## config.mk

```make
export PLATFORM = sky130hd
export DESIGN_NAME = sstf_disk_request_scheduler
export DESIGN_NICKNAME = d
export VERILOG_FILES = /design/src/design/sdrs_pkg.sv /design/src/design/sdrs_cell.sv /design/src/design/sdrs_sqrt.sv /design/src/design/sstf_disk_request_scheduler.sv
export SDC_FILE = /design/constraint.sdc
export NUM_CORES = 2
export LEC_CHECK = 0
export ABC_AREA = 1
export CORE_UTILIZATION = 27
export DETAILED_ROUTE_END_ITERATION = 10
export DONT_BUFFER_PORTS = 1
export PLACE_DENSITY = 0.51
export SYNTH_ARGS = -nofsm -noshare
export SYNTH_HDL_FRONTEND = slang
export SYNTH_SLANG_ARGS = --single-unit
```

## constraint.sdc

```tcl
create_clock -name clk_i -period 24.3 [get_ports clk_i]
set_clock_uncertainty 0.1 [all_clocks]
set_input_delay 2.43 -clock clk_i [delete_from_list [all_inputs] [get_ports clk_i]]
set_output_delay 2.43 -clock clk_i [all_outputs]
set_load 0.01 [all_outputs]
```

## src/design/sdrs_pkg.sv

```systemverilog
// ----------------------------------------------------------------------------
// SSTF disk request scheduler package
// Shared constants, codes and types of the scheduler.
// ----------------------------------------------------------------------------
package sdrs_pkg;

  localparam int unsigned QueueDepthDefault   = 16;
  localparam int unsigned CylinderBitsDefault = 14;

  localparam int unsigned CylW     = 14;
  localparam int unsigned SecW     = 8;
  localparam int unsigned LatW     = 28;
  localparam int unsigned XferW    = 16;
  localparam int unsigned TimeW    = 29;
  localparam int unsigned StatusW  = 3;
  localparam int unsigned InDataW  = 56;
  localparam int unsigned OutDataW = 72;
  localparam int unsigned SumW     = 31;

  localparam logic [XferW-1:0] XferReset  = 16'd262;
  localparam logic [SumW-1:0]  SeekOffset = 31'd32768;
  localparam logic [SumW-1:0]  TimeMax    = 31'h1FFF_FFFF;
  localparam int unsigned      RootShift  = 30;

  localparam logic KindArrive   = 1'b0;
  localparam logic KindComplete = 1'b1;

  localparam logic [StatusW-1:0] StStarted  = 3'd0;
  localparam logic [StatusW-1:0] StQueued   = 3'd1;
  localparam logic [StatusW-1:0] StDropped  = 3'd2;
  localparam logic [StatusW-1:0] StIdle     = 3'd3;
  localparam logic [StatusW-1:0] StSpurious = 3'd4;

  typedef struct packed {
    logic load;
    logic shift;
  } cell_ctrl_t;

endpackage

```

## src/design/sdrs_cell.sv

```systemverilog
// ----------------------------------------------------------------------------
// SSTF queue cell
// Holds one queued request; loads a new one or takes its neighbour's entry.
// ----------------------------------------------------------------------------
module sdrs_cell
  import sdrs_pkg::*;
#(
  parameter int unsigned CYL_W = CylinderBitsDefault
) (
  input  logic             clk_i,
  input  cell_ctrl_t       ctrl_i,
  input  logic [CYL_W-1:0] new_cyl_i,
  input  logic [SecW-1:0]  new_sec_i,
  input  logic [LatW-1:0]  new_lat_i,
  input  logic [CYL_W-1:0] nxt_cyl_i,
  input  logic [SecW-1:0]  nxt_sec_i,
  input  logic [LatW-1:0]  nxt_lat_i,
  output logic [CYL_W-1:0] cyl_o,
  output logic [SecW-1:0]  sec_o,
  output logic [LatW-1:0]  lat_o
);

  logic [CYL_W-1:0] cyl_q;
  logic [SecW-1:0]  sec_q;
  logic [LatW-1:0]  lat_q;

  always_ff @(posedge clk_i) begin
    if (ctrl_i.load) begin
      cyl_q <= new_cyl_i;
      sec_q <= new_sec_i;
      lat_q <= new_lat_i;
    end else if (ctrl_i.shift) begin
      cyl_q <= nxt_cyl_i;
      sec_q <= nxt_sec_i;
      lat_q <= nxt_lat_i;
    end
  end

  assign cyl_o = cyl_q;
  assign sec_o = sec_q;
  assign lat_o = lat_q;

endmodule

```

## src/design/sdrs_sqrt.sv

```systemverilog
// ----------------------------------------------------------------------------
// SSTF seek square root
// Bit-serial integer square root, one result bit per cycle.
// ----------------------------------------------------------------------------
module sdrs_sqrt
  import sdrs_pkg::*;
#(
  parameter int unsigned RAD_W = 44
) (
  input  logic                 clk_i,
  input  logic                 rst_ni,
  input  logic                 start_i,
  input  logic [RAD_W-1:0]     radicand_i,
  output logic                 done_o,
  output logic [RAD_W/2-1:0]   root_o
);

  logic [RAD_W-1:0] v_q, v_d;
  logic [RAD_W:0]   r_q, r_d;
  logic [RAD_W-1:0] bit_q, bit_d;
  logic             run_q, run_d;
  logic             done_q, done_d;
  logic [RAD_W:0]   trial;

  always_comb begin
    trial  = r_q + {1'b0, bit_q};
    v_d    = v_q;
    r_d    = r_q;
    bit_d  = bit_q;
    run_d  = run_q;
    done_d = 1'b0;
    if (start_i) begin
      v_d   = radicand_i;
      r_d   = '0;
      bit_d = {2'b01, {(RAD_W-2){1'b0}}};
      run_d = 1'b1;
    end else if (run_q) begin
      if ({1'b0, v_q} >= trial) begin
        v_d = RAD_W'({1'b0, v_q} - trial);
        r_d = (r_q >> 1) + {1'b0, bit_q};
      end else begin
        r_d = r_q >> 1;
      end
      bit_d = bit_q >> 2;
      if (bit_q[0]) begin
        run_d  = 1'b0;
        done_d = 1'b1;
      end
    end
  end

  always_ff @(posedge clk_i or negedge rst_ni) begin
    if (!rst_ni) begin
      run_q  <= 1'b0;
      done_q <= 1'b0;
    end else begin
      run_q  <= run_d;
      done_q <= done_d;
    end
  end

  always_ff @(posedge clk_i) begin
    v_q   <= v_d;
    r_q   <= r_d;
    bit_q <= bit_d;
  end

  assign done_o = done_q;
  assign root_o = r_q[RAD_W/2-1:0];

endmodule

```

## src/design/sstf_disk_request_scheduler.sv

```systemverilog
// ----------------------------------------------------------------------------
// SSTF disk request scheduler
// Shortest-seek-first scheduler with a shifting queue of request cells.
// ----------------------------------------------------------------------------
// Channel  Direction  Handshake                 Payload
// s_axis   in         s_axis_tvalid/tready      tuser kind, tdata request
// m_axis   out        m_axis_tvalid/tready      tuser status, tdata result
// cfg      in         cfg_valid_i/cfg_ready_o   transfer time
//
// An arrival that queues or drops passes through the output state to its
// registered result. A start runs through launch, the bit-serial square root
// and the sum; a completion that picks from the queue runs the rotating scan
// and the removal shift before that. One transaction is in work at a time.
// Reset is asynchronous and needs no clearing pass. A stalled result holds the
// block in its output state until taken.
// ----------------------------------------------------------------------------
module sstf_disk_request_scheduler
  import sdrs_pkg::*;
#(
  parameter int unsigned QUEUE_DEPTH   = QueueDepthDefault,
  parameter int unsigned CYLINDER_BITS = CylinderBitsDefault
) (
  input  logic                clk_i,
  input  logic                rst_ni,
  input  logic                s_axis_tvalid,
  output logic                s_axis_tready,
  input  logic [InDataW-1:0]  s_axis_tdata,   // cylinder, sectors, rot_latency
  input  logic                s_axis_tuser,   // kind
  output logic                m_axis_tvalid,
  input  logic                m_axis_tready,
  output logic [OutDataW-1:0] m_axis_tdata,   // started_cylinder, started_sectors,
                                              // seek_distance, service_time
  output logic [StatusW-1:0]  m_axis_tuser,   // status
  input  logic                cfg_valid_i,
  output logic                cfg_ready_o,
  input  logic [XferW-1:0]    cfg_data_i
);

  localparam int unsigned CB    = CYLINDER_BITS;
  localparam int unsigned IDX_W = (QUEUE_DEPTH > 1) ? $clog2(QUEUE_DEPTH) : 1;
  localparam int unsigned CNT_W = $clog2(QUEUE_DEPTH + 2);
  localparam int unsigned RAD_W = 2 * ((CB + RootShift + 1) / 2);
  localparam int unsigned ROOT_W = RAD_W / 2;

  typedef enum logic [6:0] {
    S_IDLE   = 7'b0000001,
    S_SCAN   = 7'b0000010,
    S_REMOVE = 7'b0000100,
    S_LAUNCH = 7'b0001000,
    S_ROOT   = 7'b0010000,
    S_SUM    = 7'b0100000,
    S_OUT    = 7'b1000000
  } state_e;

  state_e            state_q, state_d;
  logic [CNT_W-1:0]  outst_q, outst_d;
  logic [CB-1:0]     head_q, head_d;
  logic [XferW-1:0]  xfer_q;
  logic [IDX_W-1:0]  scan_q, scan_d, best_q, best_d;
  logic [CB-1:0]     bestd_q, bestd_d;
  logic [CB-1:0]     wcyl_q, wcyl_d;
  logic [SecW-1:0]   wsec_q, wsec_d;
  logic [LatW-1:0]   wlat_q, wlat_d;
  logic [CB-1:0]     dist_q, dist_d;
  logic [SecW+XferW-1:0] prod_q, prod_d;
  logic [ROOT_W-1:0] root_q, root_d;
  logic [StatusW-1:0] rstat_q, rstat_d;
  logic [TimeW-1:0]  rtime_q, rtime_d;
  logic              rstart_q, rstart_d;
  logic              ovalid_q;
  logic [OutDataW-1:0] odata_q;
  logic [StatusW-1:0]  ouser_q;

  logic              in_acc;
  logic [CB-1:0]     in_cyl;
  logic [SecW-1:0]   in_sec;
  logic [LatW-1:0]   in_lat;
  logic [CNT_W-1:0]  qcount;
  logic [CB-1:0]     scan_dist, launch_dist;
  logic              sq_start, sq_done;
  logic [ROOT_W-1:0] sq_root;
  logic [SumW-1:0]   seek, total;
  logic              load_slot;

  logic [CB-1:0]    cell_cyl [QUEUE_DEPTH];
  logic [SecW-1:0]  cell_sec [QUEUE_DEPTH];
  logic [LatW-1:0]  cell_lat [QUEUE_DEPTH];
  cell_ctrl_t       cell_ctrl [QUEUE_DEPTH];

  assign s_axis_tready = (state_q == S_IDLE);
  assign in_acc        = s_axis_tvalid && s_axis_tready;
  assign in_cyl        = CB'(s_axis_tdata[13:0]);
  assign in_sec        = s_axis_tdata[21:14];
  assign in_lat        = s_axis_tdata[49:22];
  assign qcount        = outst_q - CNT_W'(1);
  assign cfg_ready_o   = 1'b1;
  assign load_slot     = in_acc && (s_axis_tuser == KindArrive) && (outst_q != '0)
                         && (qcount < CNT_W'(QUEUE_DEPTH));

  always_ff @(posedge clk_i or negedge rst_ni) begin
    if (!rst_ni) begin
      xfer_q <= XferReset;
    end else if (cfg_valid_i && cfg_ready_o) begin
      xfer_q <= cfg_data_i;
    end
  end

  for (genvar i = 0; i < QUEUE_DEPTH; i++) begin : g_cell
    localparam int unsigned NXT = (i + 1) % QUEUE_DEPTH;
    always_comb begin
      cell_ctrl[i].load  = load_slot && (qcount[IDX_W-1:0] == IDX_W'(i));
      cell_ctrl[i].shift = (state_q == S_SCAN) ||
                           ((state_q == S_REMOVE) && (IDX_W'(i) >= best_q));
    end
    sdrs_cell #(.CYL_W(CB)) u_cell (
      .clk_i     (clk_i),
      .ctrl_i    (cell_ctrl[i]),
      .new_cyl_i (in_cyl),
      .new_sec_i (in_sec),
      .new_lat_i (in_lat),
      .nxt_cyl_i (cell_cyl[NXT]),
      .nxt_sec_i (cell_sec[NXT]),
      .nxt_lat_i (cell_lat[NXT]),
      .cyl_o     (cell_cyl[i]),
      .sec_o     (cell_sec[i]),
      .lat_o     (cell_lat[i])
    );
  end

  assign sq_start = (state_q == S_LAUNCH);

  sdrs_sqrt #(.RAD_W(RAD_W)) u_sqrt (
    .clk_i      (clk_i),
    .rst_ni     (rst_ni),
    .start_i    (sq_start),
    .radicand_i (RAD_W'(launch_dist) << RootShift),
    .done_o     (sq_done),
    .root_o     (sq_root)
  );

  always_comb begin
    scan_dist   = (head_q > cell_cyl[0]) ? head_q - cell_cyl[0] : cell_cyl[0] - head_q;
    launch_dist = (head_q > wcyl_q) ? head_q - wcyl_q : wcyl_q - head_q;
    seek        = (dist_q != '0) ? SeekOffset + SumW'(root_q) : '0;
    total       = seek + SumW'(wlat_q) + SumW'(prod_q);
  end

  always_comb begin
    state_d  = state_q;
    outst_d  = outst_q;
    head_d   = head_q;
    scan_d   = scan_q;
    best_d   = best_q;
    bestd_d  = bestd_q;
    wcyl_d   = wcyl_q;
    wsec_d   = wsec_q;
    wlat_d   = wlat_q;
    dist_d   = dist_q;
    prod_d   = prod_q;
    root_d   = root_q;
    rstat_d  = rstat_q;
    rtime_d  = rtime_q;
    rstart_d = rstart_q;
    case (state_q)
      S_IDLE: begin
        if (in_acc) begin
          rstart_d = 1'b0;
          state_d  = S_OUT;
          if (s_axis_tuser == KindArrive) begin
            if (outst_q == '0) begin
              wcyl_d  = in_cyl;
              wsec_d  = in_sec;
              wlat_d  = in_lat;
              outst_d = CNT_W'(1);
              state_d = S_LAUNCH;
            end else if (load_slot) begin
              outst_d = outst_q + CNT_W'(1);
              rstat_d = StQueued;
            end else begin
              rstat_d = StDropped;
            end
          end else begin
            if (outst_q == '0) begin
              rstat_d = StSpurious;
            end else if (outst_q == CNT_W'(1)) begin
              outst_d = '0;
              rstat_d = StIdle;
            end else begin
              scan_d  = '0;
              state_d = S_SCAN;
            end
          end
        end
      end
      S_SCAN: begin
        if ((CNT_W'(scan_q) < qcount) && ((scan_q == '0) || (scan_dist < bestd_q))) begin
          best_d  = scan_q;
          bestd_d = scan_dist;
          wcyl_d  = cell_cyl[0];
          wsec_d  = cell_sec[0];
          wlat_d  = cell_lat[0];
        end
        scan_d = scan_q + IDX_W'(1);
        if (scan_q == IDX_W'(QUEUE_DEPTH - 1)) begin
          state_d = S_REMOVE;
        end
      end
      S_REMOVE: begin
        outst_d = outst_q - CNT_W'(1);
        state_d = S_LAUNCH;
      end
      S_LAUNCH: begin
        dist_d  = launch_dist;
        head_d  = wcyl_q;
        prod_d  = wsec_q * xfer_q;
        state_d = S_ROOT;
      end
      S_ROOT: begin
        if (sq_done) begin
          root_d  = sq_root;
          state_d = S_SUM;
        end
      end
      S_SUM: begin
        rtime_d  = (total > TimeMax) ? TimeMax[TimeW-1:0] : total[TimeW-1:0];
        rstat_d  = StStarted;
        rstart_d = 1'b1;
        state_d  = S_OUT;
      end
      S_OUT: begin
        if (!ovalid_q || m_axis_tready) begin
          state_d = S_IDLE;
        end
      end
      default: state_d = S_IDLE;
    endcase
  end

  always_ff @(posedge clk_i or negedge rst_ni) begin
    if (!rst_ni) begin
      state_q  <= S_IDLE;
      outst_q  <= '0;
      head_q   <= '0;
      ovalid_q <= 1'b0;
    end else begin
      state_q <= state_d;
      outst_q <= outst_d;
      head_q  <= head_d;
      if ((state_q == S_OUT) && (!ovalid_q || m_axis_tready)) begin
        ovalid_q <= 1'b1;
      end else if (m_axis_tready) begin
        ovalid_q <= 1'b0;
      end
    end
  end

  always_ff @(posedge clk_i) begin
    scan_q   <= scan_d;
    best_q   <= best_d;
    bestd_q  <= bestd_d;
    wcyl_q   <= wcyl_d;
    wsec_q   <= wsec_d;
    wlat_q   <= wlat_d;
    dist_q   <= dist_d;
    prod_q   <= prod_d;
    root_q   <= root_d;
    rstat_q  <= rstat_d;
    rtime_q  <= rtime_d;
    rstart_q <= rstart_d;
    if ((state_q == S_OUT) && (!ovalid_q || m_axis_tready)) begin
      ouser_q <= rstat_q;
      if (rstart_q) begin
        odata_q <= {7'd0, rtime_q, 14'(dist_q), wsec_q, 14'(wcyl_q)};
      end else begin
        odata_q <= '0;
      end
    end
  end

  assign m_axis_tvalid = ovalid_q;
  assign m_axis_tdata  = odata_q;
  assign m_axis_tuser  = ouser_q;

  a_outst_bound: assert property (@(posedge clk_i) disable iff (!rst_ni)
    outst_q <= CNT_W'(QUEUE_DEPTH + 1)) else $error("outstanding count overflow");

  a_state_onehot: assert property (@(posedge clk_i) disable iff (!rst_ni)
    $onehot(state_q)) else $error("state not one-hot");

  a_scan_has_queue: assert property (@(posedge clk_i) disable iff (!rst_ni)
    (state_q == S_SCAN) |-> (outst_q >= CNT_W'(2))) else $error("scan with empty queue");

  a_root_done_state: assert property (@(posedge clk_i) disable iff (!rst_ni)
    sq_done |-> (state_q == S_ROOT)) else $error("root result outside root state");

endmodule

```

==> key figures <==
CTS
  • # hold bufs at CTS: 0
  • CTS sink cnt: around 1,200
  • CTS tree: yes
  • Worst-Skew Late Latency: a little under 0.8 ns
  • # Post-CTS Setup Buffers: 0
  • Cell at the root of the clock tree: clkbuf_16
  • CTS max path bufs: 3
  • Num CTS Buffers: between 100 and 150
  • Clock-pin slew of the registers on the worst-case setup and hold paths: ~0.060 ns
  • CTS HTree Levels: 4
  • CTS resizes: 0

Layout
  • Commonest non-fill, non-tap cell in the layout: nand2_1
  • Area delta synth->final: 11.6%
  • Final Util: roughly 30%
  • Most frequent cells in the layout: nand2_1, edfxtp_1, inv_1
  • Final nets: a little over 7,000
  • Final instance area: 71,400 um2
  • Final cell count without fillers: roughly 10,000
  • Layout cells sized above 1: about 5.0%

Place
  • DP HPWL: approximately 130,000 um
  • GPL Wtd Cong: about 0.89
  • IO Port Bufs: 0
  • Cells after DPL: ~9,700
  • Placed inst area: approximately 67,000 um2

Global route
  • Met2 Usage GRT: 26.4%
  • Global route total overflow: 0
  • Met1 GRT Util: a little over a fifth
  • Met3 Use GR: under 10%
  • Vias in the first global route: 45,614
  • Grt peak-use layer: met2
  • Largest net degree at the start of global routing: about 100
  • First-pass GRT wire length: roughly 290,000 um
  • Initial antenna violation count: 14
  • Global Route Usage Sum: about 16%

Worst setup path
  • Critical Path AT: roughly 8.0 ns
  • R2r startpoint: u_sqrt.bit_q[0]$_SDFFE_PP0P_
  • Largest stage delay on the critical path: 0.73 ns
  • CP startpoint: u_sqrt.bit_q[0]$_SDFFE_PP0P_
  • Most common cell on crit path: nand2_1
  • Crit-path max FO: between 40 and 50
  • Req. time, crit path: approximately 25 ns
  • Reg2reg setup slack: 16.58 ns
  • Setup crit end kind: register
  • Worst R2R Path Depth: 30
  • FF-to-FF End: u_sqrt.v_q[31]$_DFFE_PP_
  • Critical Path Slowest Stage Cell: nor2_4
  • Worst setup path end: u_sqrt.v_q[31]$_DFFE_PP_
  • Critical Path Source Type: register
  • CP Class: register to register

Synth
  • Cell taking the most area after synthesis: edfxtp_1
  • Ys flop type: edfxtp_1
  • Ranking of synthesized cells by area: edfxtp_1, nand2_1, o21ai_0, ha_1, inv_1
  • Seq/Total Area, Yosys: between 50% and 60%
  • Synth Warn #: 0
  • Yosys cell types: 67
  • Cells after synthesis: between 6,000 and 7,000
  • Syn Std Cell Area: about 64,000 um2
  • Flops & latches, synth: roughly 1,200
  • Post-synth EDFFs: around 1,000
  • Syn avg cell area: just over 9 um2
  • Yosys top cell area share: between 40 and 50%
  • Async SR Flop Fraction: under 10%

Power and ir drop
  • Leak: 29.7 nW
  • Cell area power density: about 140 nW/um2
  • Peak VDD IR: 195 uV

Timing
  • Max Slew Vio Count: 0
  • RSZ-0062 raised after global routing: false
  • Final Hold Violating Endpoints: 0
  • Tcrit/Tclk final: around a third
  • Setup TNS: 0 ns
  • Rel. slew slack: between 10% and 20%
  • Slew @ Worst Pin: around 1.3 ns
  • Max frequency: approximately 130 MHz
  • Setup-failing EPs final: 0
  • Hold_ws: between 0.3 and 0.4 ns
  • Crit path time final: 7.72 ns

Floorplanning
  • Chip width: between 400 and 500 um
  • Top-Level Pins: between 150 and 200
  • Starting density of the core: between 20 and 30%
  • Rows: 178
  • Die area: about 240,000 um2
  • Core footprint: 235,000 um2
  • Die Y: between 400 and 500 um

Outcome
  • Status: completed

Routing
  • DR iter-0 viols: 3,665
  • Vias per cell: approximately 4.7
  • DR WL/cell: 19.0 um
  • DRT Wirelength: about 190,000 um
  • DRC Markers: 0
  • Vias: 46,805
  • Drt pass-1 iters: 8
  • Antenna-violating nets left: 0

Job
  • MaxCap Viol Count: 0

Worst hold path
  • Hold WC Path Type: register to register
[worst min-delay path by stage]
stage                                           start                     endpoint  slack [ns]  cells after the start
after floorplan              rstat_q[0]$_SDFFCE_PP0P_    m_axis_tuser[0]$_DFFE_PP_        0.30                      0
after global placement    u_sqrt.v_q[15]$_SDFFE_PP0P_  u_sqrt.v_q[15]$_SDFFE_PP0P_        0.35                      2
after detailed placement  u_sqrt.v_q[15]$_SDFFE_PP0P_  u_sqrt.v_q[15]$_SDFFE_PP0P_        0.36                      2
after CTS                 u_sqrt.v_q[15]$_SDFFE_PP0P_  u_sqrt.v_q[15]$_SDFFE_PP0P_        0.37                      2
after global routing       u_sqrt.v_q[2]$_SDFFE_PP0P_   u_sqrt.v_q[2]$_SDFFE_PP0P_        0.39                      2
final                     u_sqrt.v_q[15]$_SDFFE_PP0P_  u_sqrt.v_q[15]$_SDFFE_PP0P_        0.37                      2
[worst max-delay path: cells and delay by family, from the launching register on]
| family | cells | cell delay, ns |
|---|---|---|
| AO/OA/AOI/OAI | 5 | 1.55 |
| adder cells (fa/ha/maj) | 3 | 0.98 |
| buffers and inverters | 2 | 0.59 |
| flip-flops | 1 | 0.41 |
| AND/OR/NAND/NOR | 20 | 3.62 |
[synth_stat cells (3+ instances only)]
| cell | number |
|---|---|
| nand2_1 | 1850 |
| edfxtp_1 | 1047 |
| inv_1 | 776 |
| o21ai_0 | 734 |
| o21ai_1 | 338 |
| nor2_1 | 316 |
| a21oi_1 | 283 |
| ha_1 | 239 |
| clkbuf_1 | 231 |
| nand3_1 | 196 |
| xor2_1 | 124 |
| fa_1 | 113 |
| buf_2 | 108 |
| dfxtp_1 | 97 |
| xnor2_1 | 55 |
| dfrtp_1 | 41 |
| nand4_1 | 38 |
| a31oi_1 | 29 |
| nor3_1 | 29 |
| a21o_1 | 19 |
| mux2_2 | 19 |
| o21bai_1 | 18 |
| nor4_1 | 16 |
| o211ai_1 | 14 |
| o21a_1 | 12 |
| nand2_4 | 10 |
| a21boi_0 | 8 |
| a21oi_2 | 8 |
| and3_1 | 8 |
| buf_4 | 8 |
| or2_2 | 8 |
| o22ai_1 | 7 |
| a211oi_1 | 6 |
| nand3b_1 | 6 |
| o2111ai_1 | 6 |
| o221ai_1 | 6 |
| buf_1 | 5 |
| inv_2 | 5 |
| nor2_2 | 5 |
| clkbuf_2 | 4 |
| dfstp_2 | 4 |
| a221oi_1 | 3 |
| clkinv_1 | 3 |
| o31ai_1 | 3 |
[per-layer routing]
metal	vias to the layer above	wire (um)
met5	-	41
met4	6	4330
met2	1054	90200
met3	237	8970
li1	22728	-
met1	22780	86100
[metrics by stage]
stage / total power, mW / setup slack [ns]
2_1_floorplan: 6.71 / 16.50
3_3_place_gp: 8.27 / 16.65
3_5_place_dp: 8.29 / 16.59
4_1_cts: 10.3 / 16.59
5_1_grt: 11.0 / 16.00
6_report: 10.2 / 16.58
[power breakdown]
part | switching, mW | internal (mW) | leakage [nW]
clock network | 0.855 | 1.15 | 2.08
registers | 0.328 | 2.91 | 10.9
logic | 3.29 | 1.65 | 16.7
total | 4.48 | 5.72 | 29.7
[cell families after synthesis]
family | count (synthesis) | synth area share, %
flops | 1189 | 53.9
compound gates | 1500 | 12.3
xor+xnor | 179 | 2.45
fa+ha+maj | 352 | 8.21
simple gates | 2501 | 15.7
other cells | 2 | 0.0117
mux | 21 | 0.366
buf+inv | 1144 | 7.03
[flip-flops by register name, summed over array words and instances (netlist names), 16 cells and up]
name,count
g_cell.u_cell.lat_o,448
u_sqrt.v_q,44
wlat_q,28
u_sqrt.bit_q,22
u_sqrt.r_q,45
prod_q,24
xfer_q,16
g_cell.u_cell.sec_o,128
m_axis_tdata,65
root_q,22
rtime_q,29
g_cell.u_cell.cyl_o,224
[area by class of cell]
cell class / instances / area (um2)
sequential: 1189 / 34500
clock inverter: 67 / 531
antenna: 2 / 5.00
multi-input combinational: 4561 / 25400
timing repair buffer: 45 / 338
tap: 3150 / 3940
inverter: 785 / 2950
fill: 24678 / 164000
clock buffer: 178 / 3750
(Power assumes the default switching activity.)
